$ cat config.mk
export PLATFORM = sky130hd
export DESIGN_NAME = float_to_normalized_int_pack
export DESIGN_NICKNAME = d
export VERILOG_FILES = /design/src/rtl/fnip_pkg.sv /design/src/rtl/float_to_normalized_int_pack.sv
export SDC_FILE = /design/constraint.sdc
export NUM_CORES = 1
export LEC_CHECK = 0
export BUFFER_PORTS_ARGS = -buffer_cell sky130_fd_sc_hd__buf_2
export CORE_MARGIN = 2
export CORE_UTILIZATION = 40
export CTS_BUF_LIST = sky130_fd_sc_hd__clkbuf_4
export DETAILED_ROUTE_END_ITERATION = 6
export SETUP_SLACK_MARGIN = 0.2
export SLEW_MARGIN = 20
export SYNTH_ARGS = -nofsm -noshare
export SYNTH_HDL_FRONTEND = slang
export SYNTH_SLANG_ARGS = --single-unit
$ cat constraint.sdc
create_clock -name i_clk -period 21.2 [get_ports i_clk]
set_input_delay 2.12 -clock i_clk [delete_from_list [all_inputs] [get_ports i_clk]]
set_output_delay 2.12 -clock i_clk [all_outputs]
set_load 0.05 [all_outputs]
$ cat src/rtl/fnip_pkg.sv
// shared types and constants for the float to normalized integer packer
// no dependencies
package fnip_pkg;

    localparam logic       FUNC_SNORM8   = 1'b0;
    localparam logic       FUNC_UNORM16  = 1'b1;

    localparam logic [15:0] SNORM8_SCALE  = 16'd127;
    localparam logic [15:0] UNORM16_SCALE = 16'd65535;
    localparam logic [15:0] SNORM8_MAX    = 16'd127;
    localparam logic [15:0] UNORM16_MAX   = 16'd65535;

    // biased exponent of 1.0, and the exponent below which every code is zero
    localparam logic [7:0]  EXP_ONE       = 8'd127;
    localparam logic [7:0]  EXP_MIN_NZ    = 8'd100;
    localparam logic [7:0]  EXP_SPECIAL   = 8'hFF;

    typedef struct packed {
        logic        func;
        logic [31:0] value_bits;
    } t_in_item;

    typedef struct packed {
        logic [15:0] packed_res;
        logic        nan_input;
    } t_res_item;

endpackage

$ cat src/rtl/float_to_normalized_int_pack.sv
// float to snorm8 / unorm16 conversion, one item per cycle
// depends on fnip_pkg
//
// a start transfer passes the input register, then the result register, which drives o_valid
// throughput: one item per clock, busy is never raised
// reset: synchronous active-low i_rst_n clears both valid flags, payload registers keep data
// the receiver cannot stall: every result is shown for exactly one cycle
module float_to_normalized_int_pack
    import fnip_pkg::*;
(
    input  logic      i_clk,
    input  logic      i_rst_n,
    input  logic      start,
    output logic      busy,
    input  t_in_item  i_in,
    output logic      o_valid,
    output t_res_item o_res
);

    t_in_item  r_in;
    logic      r_in_vld;
    t_res_item r_res;
    t_res_item n_res;
    logic      r_res_vld;

    // field split of the registered float
    logic        w_sign;
    logic [7:0]  w_exp;
    logic [22:0] w_frac;
    logic        w_is_nan;
    logic        w_unorm;

    // exact product of the significand and the scale
    logic [23:0] w_mant;
    logic [15:0] w_scale;
    logic [39:0] w_prod_full;

    // single-precision rounding of the product
    logic [5:0]  w_rsh;
    logic [39:0] w_lo_mask;
    logic [39:0] w_half;
    logic [39:0] w_rem;
    logic        w_lsb;
    logic        w_up;
    logic [40:0] w_prod_rnd;

    // fixed point with 25 fraction bits
    logic [7:0]  w_exp_gap;
    logic [41:0] w_prod_fix;
    logic [41:0] w_sum;
    logic [5:0]  w_lead;
    logic [41:0] w_half_ulp;
    logic [41:0] w_round;
    logic [15:0] w_mag;
    logic [7:0]  w_mag8;

    assign busy = 1'b0;

    assign w_sign   = r_in.value_bits[31];
    assign w_exp    = r_in.value_bits[30:23];
    assign w_frac   = r_in.value_bits[22:0];
    assign w_is_nan = (w_exp == EXP_SPECIAL) && (w_frac != 23'd0);
    assign w_unorm  = (r_in.func == FUNC_UNORM16);

    // only normal inputs reach the arithmetic path, smaller ones give zero
    assign w_mant      = {1'b1, w_frac};
    assign w_scale     = w_unorm ? UNORM16_SCALE : SNORM8_SCALE;
    assign w_prod_full = {16'd0, w_mant} * {24'd0, w_scale};

    // product top bit sits at one of two places for each scale
    always_comb begin
        if (w_unorm) begin
            w_rsh = w_prod_full[39] ? 6'd16 : 6'd15;
        end else begin
            w_rsh = w_prod_full[30] ? 6'd7 : 6'd6;
        end
    end

    // round to 24 significant bits, ties to even
    assign w_lo_mask  = (40'd1 << w_rsh) - 40'd1;
    assign w_half     = 40'd1 << (w_rsh - 6'd1);
    assign w_rem      = w_prod_full & w_lo_mask;
    assign w_lsb      = w_prod_full[w_rsh];
    assign w_up       = (w_rem > w_half) || ((w_rem == w_half) && w_lsb);
    assign w_prod_rnd = {1'b0, w_prod_full & ~w_lo_mask}
                      + (w_up ? (41'd1 << w_rsh) : 41'd0);

    // align to 2^-25 resolution, dropped bits cannot move the final floor
    assign w_exp_gap  = EXP_ONE - 8'd1 - w_exp;
    assign w_prod_fix = {w_prod_rnd, 1'b0} >> w_exp_gap[4:0];
    assign w_sum      = w_prod_fix + (42'd1 << 24);

    // binade of the sum sets its half ulp
    always_comb begin
        w_lead = 6'd24;
        for (int i = 24; i <= 40; i++) begin
            if (w_sum[i]) begin
                w_lead = 6'(i);
            end
        end
    end

    // rounding the sum then flooring equals flooring sum plus half ulp, ties up
    assign w_half_ulp = 42'd1 << (w_lead - 6'd24);
    assign w_round    = w_sum + w_half_ulp;
    assign w_mag      = w_round[40:25];

    always_comb begin
        if (w_exp >= EXP_ONE) begin
            w_mag8 = SNORM8_MAX[7:0];
        end else if (w_exp < EXP_MIN_NZ) begin
            w_mag8 = 8'd0;
        end else begin
            w_mag8 = w_mag[7:0];
        end
    end

    always_comb begin
        n_res.nan_input  = 1'b0;
        n_res.packed_res = 16'd0;
        if (w_is_nan) begin
            n_res.nan_input = 1'b1;
        end else if (w_unorm) begin
            if (w_sign || (w_exp < EXP_MIN_NZ)) begin
                n_res.packed_res = 16'd0;
            end else if (w_exp >= EXP_ONE) begin
                n_res.packed_res = UNORM16_MAX;
            end else begin
                n_res.packed_res = w_mag;
            end
        end else begin
            // symmetric rounding, so negate the magnitude
            n_res.packed_res = {8'd0, w_sign ? (8'd0 - w_mag8) : w_mag8};
        end
    end

    // input register, a transfer every cycle
    always_ff @(posedge i_clk) begin
        if (!i_rst_n) begin
            r_in_vld <= 1'b0;
        end else begin
            r_in_vld <= start && !busy;
        end
        if (start && !busy) begin
            r_in <= i_in;
        end
    end

    // result register
    always_ff @(posedge i_clk) begin
        if (!i_rst_n) begin
            r_res_vld <= 1'b0;
        end else begin
            r_res_vld <= r_in_vld;
        end
        if (r_in_vld) begin
            r_res <= n_res;
        end
    end

    assign o_valid = r_res_vld;
    assign o_res   = r_res;

endmodule

# After elaboration in Yosys (flattened, before gate mapping)
# Cells that the tools add are included.
# totals
inputBits	36
ff_bits	52
word_cells	67
out_inout_bits	19
# classes
order_cmp	4
multipliers	1
shift	5
add_sub_neg	8
n_bitwise	4
mux	30
n_reduce_logical	6
eq_ne	2
# ops
cell	count
1-bit by 6-bit left shift with 41-bit output (first input constant)	2
40-bit bitwise AND	2
1-bit by 6-bit left shift with 40-bit output (first input constant)	2
6-bit 2-to-1 mux	12
42-bit by 5-bit right shift with 41-bit output	1
40-bit by 41-bit adder with 41-bit output	1
41-bit by 25-bit adder with 41-bit output (second input constant)	1
41-bit adder	1
41-bit 2-to-1 mux	1
40-bit == test	1
40-bit greater-than comparator	1
24-bit by 16-bit multiplier with 40-bit output	1
8-bit 2-to-1 mux	5
40-bit NOT	1
40-bit by 1-bit subtractor with 40-bit output (second input constant)	1
16-bit 2-to-1 mux	2
23-bit nonzero test	1
8-bit == test (second input constant)	1
8-bit by 7-bit greater-or-equal comparator with 1-bit output (second input constant)	1
8-bit by 7-bit less-than comparator with 1-bit output (second input constant)	1
1-bit by 8-bit subtractor with 8-bit output (first input constant)	1
6-bit by 7-bit less-than comparator with 1-bit output (second input constant)	1
1-bit binary-select mux with 6-bit select	1
3-bit 2-to-1 mux	2
10 further kinds	16

# Logic depth before layout (Yosys ltp)
# logic_depth
ltp_word	38
depth_mapped	94
ltp_nobuf	86

# Worst setup path before layout
# OpenSTA, ideal clock, no wires.
# synth_path
path_type	register to register
startpoint	register r_in (netlist bit w_unorm)
endpoint	register r_res (netlist bit o_res[7]) (data pin)
n_path_buf	7
slack_ns	3.689
path_stages_with_launch	83
t_arrival_ns	17.252
period_less_slack_ns	17.511
setup_ns	0.259
t_required_ns	20.941
cell_sequence	edfxtp_1 -> inv_1 -> clkbuf_1 -> clkbuf_1 -> nor2_1 -> fa_1 -> inv_1 -> fa_1 -> inv_1 -> fa_1 -> fa_1 -> fa_1 -> fa_1 -> ha_1 -> buf_4 -> a21oi_2 -> o21ai_2 -> or3_4 -> [... 47 more ...] -> o21ai_0 -> a21boi_0 -> o21a_1 -> o21a_1 -> o21a_1 -> o21a_1 -> o21a_1 -> o21a_1 -> o21ai_0 -> a21oi_1 -> a211oi_1 -> o21ai_0 -> a2111o_1 -> nand4_1 -> ha_1 -> nand4_1 -> o211a_1 -> a211o_1
# synth_between
elab_chain_cells	38
elab_cells_between_ends	49
cone_classes	add/sub (7); mul (1); order compare (1); eq/ne (1); shift (5); mux (29); bitwise (3); reduce/logical (2)
# synth_lines
element	line	source
start: declaration	float_to_normalized_int_pack.sv:20	t_in_item r_in;
start signal: assignment	float_to_normalized_int_pack.sv:145	r_in <= i_in;
parallel branches: the longest is 37 deep, another holds 40-bit by 41-bit adder with 41-bit output	--	
8-bit 2-to-1 mux (*)	float_to_normalized_int_pack.sv:123	end else if (w_unorm) begin
end signal: assignment	float_to_normalized_int_pack.sv:157	r_res <= n_res;
end: declaration	float_to_normalized_int_pack.sv:22	t_res_item r_res;
# Every way passes the cells marked *. The select of a mux whose other input is x is not followed.
# A chain may end at the register's enable or synchronous reset.

# Final worst setup path
# Same ends and word-level chain as after synthesis.

==> flow_summary.json <==
{
  "fp.coreArea_um2": 51400,
  "min_from": "r_in_vld",
  "end_kind": "flop",
  "nets": 3063,
  "drv_cap": 0,
  "fmax_mhz": 50.8,
  "cts.htree.levels": 2,
  "io_pins": 55,
  "grt_max_degree": 52,
  "critPathKind": "flop to flop",
  "drc_errors": 0,
  "finalSetupTns_ns": 0,
  "start_kind": "flop",
  "avgSynthCellArea_um2": 8.43,
  "cts_buffer_depth": 2,
  "dieHeight_um": 232,
  "ys.flop_type": "edfxtp_1",
  "hold-path-endpoint": "o_res[5]",
  "wl_per_cell_um": 18.9,
  "outcome": "finished clean",
  "reg2reg_to": "o_res[7]",
  "final_cell_mix": "inv_1 (346), ha_1 (234), fa_1 (231), nand2_1 (197), nor2_1 (168)",
  "cp_data_required_time_ns": 21.51,
  "clkTransAtPathRegs_ns": 0.21,
  "ys_ff_latch": 52,
  "area_growth_pct": 6.07,
  "post-dp-hpwl_um": 52200,
  "first_iter_violations": 1202,
  "grt_pass1_vias": 18510,
  "wl_um": 61200,
  "hold_buffers": 0,
  "cts.sinks": 52,
  "crit_family": "compound AO/OA/AOI/OAI gates",
  "cp.arrival_ns": 20.00,
  "finalWeightedCongestion": 0.940,
  "fin_crit_sh_pct": 92.9,
  "yosysWarnings": 0,
  "root_buffer": "clkbuf_4",
  "insertion_delay_ns": 0.52,
  "num_rows": 83,
  "finalMaxSlewViolations": 0,
  "synth-simple-area-share_pct": 18.3,
  "firstDrtPassIters": 5,
  "synth_mux_area_share_pct": 3.80,
  "dieArea_um2": 54000,
  "grt_pass1_wl_um": 98800,
  "path_max_fanout": 9,
  "final_common_cell": "inv_1",
  "cts_tree": "built",
  "ys_types": 137,
  "critical_path_buf_inv_count": 7,
  "synth_edf_count": 50,
  "min_path_cells": 0,
  "seq_area_frac_synth_pct": 7.39,
  "antenna_found_initial": 1,
  "tightest_slew_ns": 0.933,
  "ant_nets": 0,
  "hold_path.class": "flop to flop",
  "die_x_um": 232,
  "reg2reg_depth": 76,
  "finClkSkew_ns": 0.0421,
  "dr_total_vias": 18275,
  "max_stage_delay_ns": 0.60,
  "rsz0062_at_grt": "false",
  "routed_via_density": 5.64,
  "start_util_pct": 40.6,
  "reg2reg_setup_slack_ns": 1.50,
  "grt_usage_pct": 23.0,
  "grt-ovfl-total": 0,
  "reg2reg_from": "w_unorm",
  "synth-xor-area-share_pct": 4.14,
  "cts_buffers": 5,
  "slew_headroom_pct": 37.2,
  "slowest_stage": "o41ai_2",
  "setup_violations": 0,
  "synthCells": 2475,
  "syn-cell-area_um2": 20900,
  "synth_top_family_by_area": "adder cells",
  "min_period_ns": 19.70,
  "port_buffers": 53,
  "cpMostUsedCell": "ha_1",
  "drive_gt1_share_pct": 8.90,
  "synth_fa_ha_area_share_pct": 36.3,
  "synth-async-reset-ratio_pct": 0,
  "hold_viol": 0,
  "synth_compound_area_share_pct": 21.2
}
layout make-up:
cell class                      instances  area (µm²)
Timing Repair Buffer                   71         404
Antenna cell                            1        2.50
Clock inverter                          3        22.5
Fill cell                            5155       29300
Inverter                              348        1310
Tap cell                              680         851
Timing Repair inverter                  1        7.51
Clock buffer                            5        37.5
Sequential cell                        52        1540
Multi-Input combinational cell       2082       17900
metrics by stage:
stage	setup WS [ns]	instances	hold slack [ns]	util, %	cell area [µm²]
after floorplan	3.69	2583	0.656	-	21300
after global placement	1.53	3231	0.849	42.8	22000
after detailed placement	0.939	3231	0.837	42.8	22000
after CTS	0.843	3239	0.926	42.9	22100
after global routing	0.203	3243	0.969	43.0	22100
final	1.50	3243	0.906	43.0	22100
layer usage:
layer	track usage [%]	part of all wire (%)	routed length, µm
met5	0	0	0
met4	7.25	2.8	1700
met3	1.58	3.8	2340
met2	39.5	48	29700
met1	30.7	45	27500
cell families (layout without fill, tap and decap cells):
family / after synthesis / after routing
and+or+nand+nor: 718 / 718
AOI/OAI and AO/OA: 622 / 622
adders and majority gates: 466 / 466
buffers and inverters: 449 / 428
xor gates and xnor gates: 96 / 96
muxes: 70 / 70
DFF: 52 / 52
other: 2 / 111
state kept, by name (all words and copies together) (netlist names):
name / flops
r_in: 32
o_res: 17
o_valid: 1
r_in_vld: 1
w_unorm: 1
synthesized netlist by cell type (9+ instances only):
library cell	number	area (µm²)
nor4_1	18	113
a211oi_1	24	180
or3_1	17	106
inv_1	347	1300
xor2_1	35	307
nor2_1	168	631
o21ai_0	106	531
nand2b_1	13	81.3
edfxtp_1	50	1500
a2111oi_0	9	78.8
a31oi_1	16	100
buf_2	21	105
a31o_2	10	87.6
a211o_1	9	78.8
mux2i_1	60	601
nand4_1	59	369
nor2b_1	17	106
a21o_1	54	405
buf_6	10	113
or2_2	11	68.8
and3_1	19	119
nand3_1	57	285
nand2_1	197	739
ha_1	235	2940
a21oi_1	148	741
nor3_1	33	165
and2_1	28	175
o211ai_1	35	263
o21a_1	25	188
fa_1	231	4620
o21ai_1	17	85.1
o21bai_1	13	97.6
clkbuf_1	47	176
xnor2_1	58	508
worst max-delay path by stage:
stage          cells after the start  slack, ns         to    start
4_1_cts                           74       0.84   o_res[7]  w_unorm
3_5_place_dp                      76       0.94   o_res[7]  w_unorm
5_1_grt                           79       0.20  o_res[15]  w_unorm
3_3_place_gp                      79       1.53   o_res[7]  w_unorm
6_report                          76       1.50   o_res[7]  w_unorm
2_1_floorplan                     82       3.69   o_res[7]  w_unorm
timing repair:
item                                    4_1_cts  5_1_grt
buffers inserted                              0        2
gates resized for setup                       0        8
endpoints found under the setup margin        0       16
Power is not shown: default switching activity piles up to over one toggle a cycle in this logic, so the estimate is an artifact.
